===== config.mk =====
export PLATFORM = sky130hd
export DESIGN_NAME = csp_ctrl
export DESIGN_NICKNAME = d
export VERILOG_FILES = /design/src/hdl/csp_pkg.sv /design/src/hdl/csp_ctrl.sv
export SDC_FILE = /design/constraint.sdc
export NUM_CORES = 1
export LEC_CHECK = 0
export ABC_AREA = 1
export BUFFER_PORTS_ARGS = -buffer_cell sky130_fd_sc_hd__buf_2
export CORE_MARGIN = 5
export CORE_UTILIZATION = 40
export CTS_CLUSTER_SIZE = 30
export DETAILED_ROUTE_END_ITERATION = 6
export GPL_ROUTABILITY_DRIVEN = 0
export GPL_TIMING_DRIVEN = 0
export SLEW_MARGIN = 10
export SYNTH_ARGS = -nofsm -noshare
export SYNTH_HDL_FRONTEND = slang
export SYNTH_SLANG_ARGS = --single-unit

===== constraint.sdc =====
create_clock -name clk -period 1.42 [get_ports clk]
set_input_delay 0.142 -clock clk [delete_from_list [all_inputs] [get_ports clk]]
set_output_delay 0.142 -clock clk [all_outputs]
set_load 0.01 [all_outputs]

===== src/hdl/csp_pkg.sv =====
// ----------------------------------------------------------------------------
// csp_pkg
// shared constants, types and helpers of the chunked slot pool allocator
// ----------------------------------------------------------------------------
package csp_pkg;

	localparam int CHUNKS     = 16;
	localparam int MAX_SLOTS  = 1024;
	localparam int PAGE_SHIFT = 12;

	localparam int NCH        = 16;
	localparam int CID_W      = 4;
	localparam int ADDR_W     = 48;
	localparam int SLOT_IW    = $clog2(MAX_SLOTS);
	localparam int CNT_W      = SLOT_IW + 1;
	localparam int SCS_MAX    = $clog2(MAX_SLOTS + 1) - 1;
	localparam int LINK_AW    = CID_W + SLOT_IW;
	localparam int LINK_DEPTH = NCH * MAX_SLOTS;
	localparam int PW         = PAGE_SHIFT + 1;
	localparam int SUM_W      = ((CNT_W > PW) ? CNT_W : PW) + 1;
	localparam int SH_W       = 4;
	localparam int CSH_W      = 5;
	localparam int CCNT_W     = 5;
	localparam int CFG_IDX_W  = 2;

	localparam logic [SH_W-1:0]   RST_SSZ    = 4'd4;
	localparam logic [SH_W-1:0]   RST_SCS    = 4'd10;
	localparam logic [CCNT_W-1:0] RST_CHUNKS = 5'd16;
	localparam logic [SH_W-1:0]   SSZ_MIN    = 4'd1;
	localparam logic [SH_W-1:0]   SSZ_MAX    = 4'd14;

	typedef enum logic [CFG_IDX_W-1:0] {
		REG_BASE   = 2'd0,
		REG_SSZ    = 2'd1,
		REG_SCS    = 2'd2,
		REG_CHUNKS = 2'd3
	} cfg_reg_t;

	typedef enum logic {
		REQ_ALLOC = 1'b0,
		REQ_FREE  = 1'b1
	} req_t;

	typedef struct packed {
		logic accept;
		logic a_chk;
		logic thr;
		logic a_rd;
		logic a_ld;
		logic a_upd;
		logic f_chk;
		logic f_rng;
		logic f_upd;
		logic f_bub;
		logic res_load;
	} cmd_t;

	typedef struct packed {
		logic a_fail;
		logic a_thr;
		logic thr_last;
		logic f_null;
		logic f_bad;
		logic bub_stop;
	} sts_t;

	function automatic logic [SH_W-1:0] eff_ssz(input logic [SH_W-1:0] r);
		logic [SH_W-1:0] v;
		v = r;
		if (r < SSZ_MIN) v = SSZ_MIN;
		if (r > SSZ_MAX) v = SSZ_MAX;
		return v;
	endfunction

	function automatic logic [SH_W-1:0] eff_scs(input logic [SH_W-1:0] r);
		return (r > SH_W'(SCS_MAX)) ? SH_W'(SCS_MAX) : r;
	endfunction

	function automatic logic [CCNT_W-1:0] eff_chunks(input logic [CCNT_W-1:0] r);
		return (r > CCNT_W'(CHUNKS)) ? CCNT_W'(CHUNKS) : r;
	endfunction

	function automatic logic [CNT_W-1:0] slot_cnt(input logic [SH_W-1:0] scs);
		return CNT_W'(1) << scs;
	endfunction

endpackage


===== src/hdl/csp_ctrl.sv =====
// ----------------------------------------------------------------------------
// csp_ctrl
// sequencer of the slot pool: steps one request through its datapath commands
// ----------------------------------------------------------------------------
module csp_ctrl import csp_pkg::*; (
	input  logic clk,
	input  logic arst_n,
	input  logic in_valid,
	output logic in_stall,
	input  logic req_type,
	output logic out_valid,
	input  logic out_stall,
	input  sts_t sts,
	output cmd_t cmd
);

	typedef enum logic [10:0] {
		ST_IDLE  = 11'b000_0000_0001,
		ST_A_CHK = 11'b000_0000_0010,
		ST_A_THR = 11'b000_0000_0100,
		ST_A_RD  = 11'b000_0000_1000,
		ST_A_LD  = 11'b000_0001_0000,
		ST_A_UPD = 11'b000_0010_0000,
		ST_F_CHK = 11'b000_0100_0000,
		ST_F_RNG = 11'b000_1000_0000,
		ST_F_UPD = 11'b001_0000_0000,
		ST_F_BUB = 11'b010_0000_0000,
		ST_RES   = 11'b100_0000_0000
	} state_t;

	state_t state_q, state_n;
	logic   out_valid_q;
	logic   out_free;

	assign out_free  = !out_valid_q || !out_stall;
	assign in_stall  = (state_q != ST_IDLE);
	assign out_valid = out_valid_q;

	always_comb begin
		state_n = state_q;
		cmd     = '0;
		unique case (state_q)
			ST_IDLE: begin
				if (in_valid) begin
					cmd.accept = 1'b1;
					state_n    = (req_type == REQ_FREE) ? ST_F_CHK : ST_A_CHK;
				end
			end
			ST_A_CHK: begin
				cmd.a_chk = 1'b1;
				if (sts.a_fail) state_n = ST_RES;
				else if (sts.a_thr) state_n = ST_A_THR;
				else state_n = ST_A_RD;
			end
			ST_A_THR: begin
				cmd.thr = 1'b1;
				if (sts.thr_last) state_n = ST_A_UPD;
			end
			ST_A_RD: begin
				cmd.a_rd = 1'b1;
				state_n  = ST_A_LD;
			end
			ST_A_LD: begin
				cmd.a_ld = 1'b1;
				state_n  = ST_A_UPD;
			end
			ST_A_UPD: begin
				cmd.a_upd = 1'b1;
				state_n   = ST_RES;
			end
			ST_F_CHK: begin
				cmd.f_chk = 1'b1;
				state_n   = sts.f_null ? ST_RES : ST_F_RNG;
			end
			ST_F_RNG: begin
				cmd.f_rng = 1'b1;
				state_n   = sts.f_bad ? ST_RES : ST_F_UPD;
			end
			ST_F_UPD: begin
				cmd.f_upd = 1'b1;
				state_n   = ST_F_BUB;
			end
			ST_F_BUB: begin
				cmd.f_bub = 1'b1;
				if (sts.bub_stop) state_n = ST_RES;
			end
			ST_RES: begin
				if (out_free) begin
					cmd.res_load = 1'b1;
					state_n      = ST_IDLE;
				end
			end
			default: state_n = ST_IDLE;
		endcase
	end

	always_ff @(posedge clk or negedge arst_n) begin
		if (!arst_n) begin
			state_q     <= ST_IDLE;
			out_valid_q <= 1'b0;
		end else begin
			state_q <= state_n;
			if (cmd.res_load) out_valid_q <= 1'b1;
			else if (!out_stall) out_valid_q <= 1'b0;
		end
	end

	a_upd_to_res: assert property (@(posedge clk) disable iff (!arst_n)
		state_q == ST_A_UPD |=> state_q == ST_RES)
		else $error("allocate update not followed by result stage");

	a_load_valid: assert property (@(posedge clk) disable iff (!arst_n)
		cmd.res_load |=> out_valid_q)
		else $error("loaded result not presented");

	a_accept_branch: assert property (@(posedge clk) disable iff (!arst_n)
		cmd.accept |=> (state_q == ST_A_CHK || state_q == ST_F_CHK))
		else $error("accepted request did not start");

endmodule


==> impl_metrics.csv, run 1 <==
group,metric,value,unit
run_status,outcome,"finished with violations",
run_status,violations,"setup timing",
synthesis,avgSynthCellArea,6.61,sq um
detailed_routing,drc,0,
detailed_routing,drtPass1Iterations,4,
pwr,p_seq_share,24.0,%
worst_setup_path,cp-start-kind,"flop",
worst_setup_path,cp_max_fo,3,
synthesis,ys_warn_count,0,
detailed_routing,drt_iter0_drc,19,
synthesis,ys_seq_elements,12,
global_route,grt_most_used_layer,"met2",
clock_network,clock_path_buffers,2,
sta,clock.fmax,0.631,GHz
detailed_routing,ant_nets,0,
final_layout,final_nets,172,
final_layout,post-route-util,61.1,%
detailed_routing,wire_per_inst,10.6,um
die,dieArea,2910,sq um
global_route,grt_pass1_vias,819,
global_route,antenna_found_initial,0,
placement,port_buffers,23,
synthesis,synth_area_leaders,"dfrtp_1, nand2_1, inv_1, nor2_1, dfstp_2",
detailed_routing,via_count,844,
flow_run,maxCapViolations,0,
synthesis,synthesis.area,773,sq um
sta,post-route-period-util,112,%
clock_network,htree_levels,1,
sta,slew_viol_final,0,
final_layout,stdcell_area,1160,sq um
clock_network,numCtsBuffers,3,
final_layout,mostFrequentLayoutCells,"nand2_1, inv_1, buf_2",
synthesis,synth_fp_nets,128,
worst_hold_path,min_path_type,"input port to flop",
die,die_x,54.0,um
final_layout,layout_commonest_cell,"nand2_1",
detailed_routing,totalWireLength,1990,um
pwr,p_clk_share,11.6,%
pwr,pwr_density_cell,1690,nW/um^2
synthesis,synth.top_cell.area_share,35.6,%
sta,rsz0062_at_grt,"yes",
sta,timing_hold_violations_final,0,
worst_setup_path,cp_slowest_cell,"dfstp_2",
clock_network,cts.sinks,12,
die,coreArea,1900,sq um
final_layout,num-fill-cells,166,
final_layout,diodes,0,
global_route,grt_util_met1,16.6,%
global_route,grt_max_degree,13,
pwr,p_int,1080,uW
pwr,p_comb_share,64.4,%
placement,hpwl,1450,um
worst_setup_path,critical_path_class,"flop to output port",
clock_network,clock_latency,280,ps
sta,finalSetupViolations,14,
die,num_rows,16,
synthesis,seq_area_frac_synth,39.0,%
worst_setup_path,crit_required,1280,ps
sta,fin_crit,1580,ps
final_layout,finalNonFillerCells,187,
sta,relSlewSlack,77.0,%
worst_setup_path,crit_path_cell_trace,"nand2_1, nor2_1, nand2_4, nor2_2, buf_2",
die,die_h,54.0,um
worst_setup_path,cp_num_cells,5,
synthesis,synthCells,117,
detailed_routing,via_per_inst,4.51,
sta,holdWs,18.6,ps
pwr,ir_worst_vdd,1.22,mV
pwr,p_leak,0.000749,uW
worst_setup_path,crit_buf_inv,1,
placement,place_area,922,sq um
final_layout,layout-drive-gt1-share,44.4,%
worst_setup_path,slowest_delay,540,ps
die,floorplan.initialDensity,40.7,%
worst_setup_path,crit_arrival,1440,ps
worst_hold_path,holdPathStages,2,
sta,setup_slack,-164,ps
worst_setup_path,r2r_cells,7,
clock_network,cts_tree,"done",
global_route,grt_pass1_wl,3240,um
synthesis,synth_cell_type_count,18,
sta,worstMarginPinSlew,345,ps
sta,clock_skew,3.35,ps
pwr,p_sw_share,44.9,%
global_route,grt_util_met3,4.16,%
worst_setup_path,end_kind,"output port",
pwr,finalPower,1970,uW
die,ioPinCount,24,
clock_network,cts_root_buf,"clkbuf_4",
pwr,switchingPower,884,uW
global_route,grt.total_usage,16.0,%
clock_network,clkTransAtPathRegs,70,ps
worst_setup_path,crit_family,"flip-flops",
placement,dp.cells,167,
global_route,overflow,0,
synthesis,yosys.area.top_type,"dfrtp_1",
global_route,gr-usage-met2,28.8,%
final_layout,syn_to_final_growth,50.3,%
==> cells by family after synthesis <==
| group | count (synthesis) | share of synthesized area [%] |
|---|---|---|
| buf+inv | 28 | 13.6 |
| flops | 12 | 39.0 |
| simple gates | 76 | 46.3 |
| compound gates | 1 | 1.13 |
==> what timing repair did <==
item                                    in CTS  in global routing
endpoints found under the setup margin      17                 19
pin swaps                                   10                  9
resized for setup                           17                 11
hold endpoints to repair                    11                  0
hold buffers                                 1                  0
buffers inserted                            11                  4
==> final cells by class <==
| class | instances | area, sq um | area share, % |
|---|---|---|---|
| multi-input combinational | 77 | 419 | 36.1 |
| timing repair buffer | 39 | 277 | 23.8 |
| tap | 27 | 33.8 | 2.91 |
| clock buffer | 4 | 26.3 | 2.26 |
| inverter | 28 | 105 | 9.04 |
| sequential | 12 | 302 | 25.9 |
==> metal layers <==
layer / share of wire, % / wire (um) / up-vias
li1: - / - / 429
met1: 38 / 760 / 391
met3: 5.8 / 115 / 4
met2: 55 / 1080 / 20
met5: 0 / 0 / -
met4: 1.4 / 27 / 0
==> worst paths after layout <==
path | slack (ps) | start | to
min | 20 | sts[1] | state_q[8]
max reg2reg | -60 | state_q[7] | state_q[2]
min in group asynchronous | 270 | arst_n | state_q[6]
max in group asynchronous | 880 | arst_n | state_q[0]
max | -160 | state_q[0] | cmd[10]
min reg2reg | 490 | out_valid | out_valid
==> stage by stage <==
| stage | worst slack, ps | setup TNS (ps) |
|---|---|---|
| 2_1_floorplan | 152 | 0 |
| 3_3_place_gp | -18.4 | -18.4 |
| 3_5_place_dp | -17.7 | -36.1 |
| 4_1_cts | -178 | -1560 |
| 5_1_grt | -275 | -3200 |
| 6_report | -164 | -1380 |
==> cell usage after synthesis <==
master	instances
nand4_1	2
nand3_1	5
nand2_4	1
nor2_1	20
dfrtp_1	11
dfstp_2	1
nor2_8	1
or2_1	1
nor3_1	4
nand3_2	1
nor3b_1	1
inv_2	1
nand2_2	2
inv_1	27
o21ai_2	1
nor2_2	3
nand2_1	34
nor2_4	1
==> power by group through the flow <==
stage / Combinational (uW) / Clock [uW] / Sequential (uW)
5_1_grt: 1380 / 254 / 484
6_report: 1270 / 228 / 473
3_3_place_gp: 852 / 0 / 474
2_1_floorplan: 642 / 0 / 472
4_1_cts: 1130 / 230 / 470
3_5_place_dp: 856 / 0 / 478
==> state kept, by name, indices dropped and copies added (netlist names) <==
signal,flops
out_valid,1
state_q,11
Note: power is estimated with default switching activity, not from simulation.
==> run 2, diff against run 1 <==
- CELL_PAD_IN_SITES_DETAIL_PLACEMENT: default -> 0
- CELL_PAD_IN_SITES_GLOBAL_PLACEMENT: default -> 1
- CORE_UTILIZATION: 40 -> 33
- PLACE_DENSITY_LB_ADDON: default -> 0.1
- SKIP_CTS_REPAIR_TIMING: default -> 1
==> impl_metrics.csv, run 2 (synthesis gave the netlist of run 1 again) <==
group,metric,value,unit
clock_network,clock_latency,290,ps
worst_hold_path,hold_path_end,"state_q[3]",
worst_setup_path,cp_slowest_cell,"dfrtp_1",
run_status,outcome,"finished with violations",
worst_setup_path,r2r_cells,10,
placement,port_buffers,23,
final_layout,stdcell_area,1130,sq um
detailed_routing,drtPass1Iterations,4,
run_status,violations,"setup timing",
detailed_routing,totalWireLength,2000,um
detailed_routing,ant_nets,0,
final_layout,num-fill-cells,231,
global_route,overflow,0,
global_route,grt_max_degree,13,
die,dieArea,3410,sq um
placement,dp.cells,168,
sta,slew_viol_final,0,
die,coreArea,2230,sq um
detailed_routing,wire_per_inst,10.8,um
final_layout,layout_commonest_cell,"nand2_1",
worst_setup_path,crit_arrival,1430,ps
clock_network,cts_root_buf,"clkbuf_4",
detailed_routing,drt_iter0_drc,15,
pwr,p_seq_share,24.8,%
worst_setup_path,r2r_end,"state_q[1]",
clock_network,cts_tree,"done",
pwr,p_sw_share,44.4,%
worst_setup_path,end_kind,"output port",
detailed_routing,via_per_inst,4.34,
final_layout,mostFrequentLayoutCells,"nand2_1, inv_1, buf_2",
worst_hold_path,hp-start,"sts[4]",
worst_setup_path,cp-start-kind,"flop",
flow_run,maxCapViolations,0,
clock_network,clock_path_buffers,2,
placement,place_area,923,sq um
sta,relSlewSlack,77.6,%
die,floorplan.initialDensity,34.6,%
clock_network,cts.sinks,12,
worst_setup_path,rrSetupSlack,-110,ps
worst_hold_path,holdPathStages,2,
sta,setup_slack,-152,ps
sta,holdWs,21.3,ps
pwr,pwr_density_cell,1720,nW/um^2
final_layout,layout-drive-gt1-share,41.7,%
sta,timing_hold_violations_final,0,
worst_setup_path,slowest_delay,390,ps
worst_setup_path,critical_path_class,"flop to output port",
worst_setup_path,path_common_cell,"nand2_2",
worst_setup_path,crit_required,1280,ps
pwr,p_clk_share,14.9,%
detailed_routing,via_count,798,
global_route,grt.total_usage,11.5,%
global_route,grt_pass1_vias,668,
die,die_x,58.4,um
die,die_h,58.4,um
pwr,p_leak,0.000732,uW
sta,fin_crit,1570,ps
worst_setup_path,crit_path_cell_trace,"nor2_2, nand2_2, nor2_4, buf_4, nand2_2, inv_2, buf_6",
final_layout,final_nets,168,
sta,worstMarginPinSlew,335,ps
worst_setup_path,cp_max_fo,5,
worst_hold_path,min_path_type,"input port to flop",
final_layout,largest_register_ffs,11,
worst_setup_path,timing.rr.start,"state_q[6]",
clock_network,clkTransAtPathRegs,70,ps
worst_setup_path,cp_num_cells,7,
pwr,switchingPower,864,uW
placement,hpwl,1460,um
global_route,antenna_found_initial,0,
clock_network,numCtsBuffers,3,
global_route,grt_pass1_wl,2900,um
pwr,ir_worst_vdd,0.978,mV
sta,clock.fmax,0.636,GHz
sta,finalSetupViolations,17,
final_layout,diodes,0,
die,num_rows,17,
worst_setup_path,crit_family,"simple AND/OR/NAND/NOR gates",
final_layout,syn_to_final_growth,46.3,%
worst_setup_path,crit_buf_inv,3,
sta,rsz0062_at_grt,"yes",
pwr,p_comb_share,60.3,%
final_layout,post-route-util,50.6,%
final_layout,regMostFlops,"state_q",
final_layout,finalNonFillerCells,184,
die,ioPinCount,24,
sta,post-route-period-util,111,%
pwr,p_int,1080,uW
sta,clock_skew,17.9,ps
clock_network,htree_levels,1,
detailed_routing,drc,0,
## run 2: changes by cell type in the layout (fill, tap and decap cells not counted), sizes merged
cell and delta:
dlygate4sd3 +2, buf -6
## run 2: area by class of cell
class                           instances  area (sq um)  area share [%]
Clock buffer                            4          36.3            3.21
Inverter                               28           105            9.29
Multi-Input combinational cell         77           422            37.3
Sequential cell                        12           302            26.7
Tap cell                               28          35.0            3.10
Timing Repair Buffer                   35           231            20.5
## run 2: worst max-delay path by stage
stage | from | end
global route | state_q[6] | cmd[8]
global placement | state_q[7] | state_q[1]
floorplan | state_q[0] | state_q[1]
finish | state_q[3] | cmd[2]
detailed placement | state_q[7] | state_q[1]
CTS | state_q[7] | cmd[2]
## run 2: worst reg2reg max path, cell delays in order, from the launching register on
cell	delay (ps)
dfrtp_1	430
nor2_4	150
nand2_4	90
nor2_8	180
buf_4	140
buf_4	90
nand3_2	90
nand2_2	80
nor2_2	50
inv_2	60
nor3_1	40
## run 2: power by group through the flow
stage          combinational, uW  clock [uW]  sequential [uW]
6_report                    1170         290              482
5_1_grt                     1290         328              494
4_1_cts                      860         301              472
3_5_place_dp                 849           0              480
3_3_place_gp                 855           0              477
2_1_floorplan                642           0              472
## run 2: routing by layer
metal	up-vias	share of wire, %	global-route usage, %
met2	18	49	17.2
met5	-	0	0
met4	0	1.6	4.97
li1	421	-	-
met1	354	44	15.2
met3	5	5.2	3.51
## run 2: per-stage QoR
step                power, uW  worst slack (ps)  TNS, ps
detailed placement       1330             -13.7    -21.8
global placement         1330             0.613        0
CTS                      1630              -298    -2470
finish                   1940              -152    -1850
global route             2110              -268    -3890
floorplan                1110               152        0
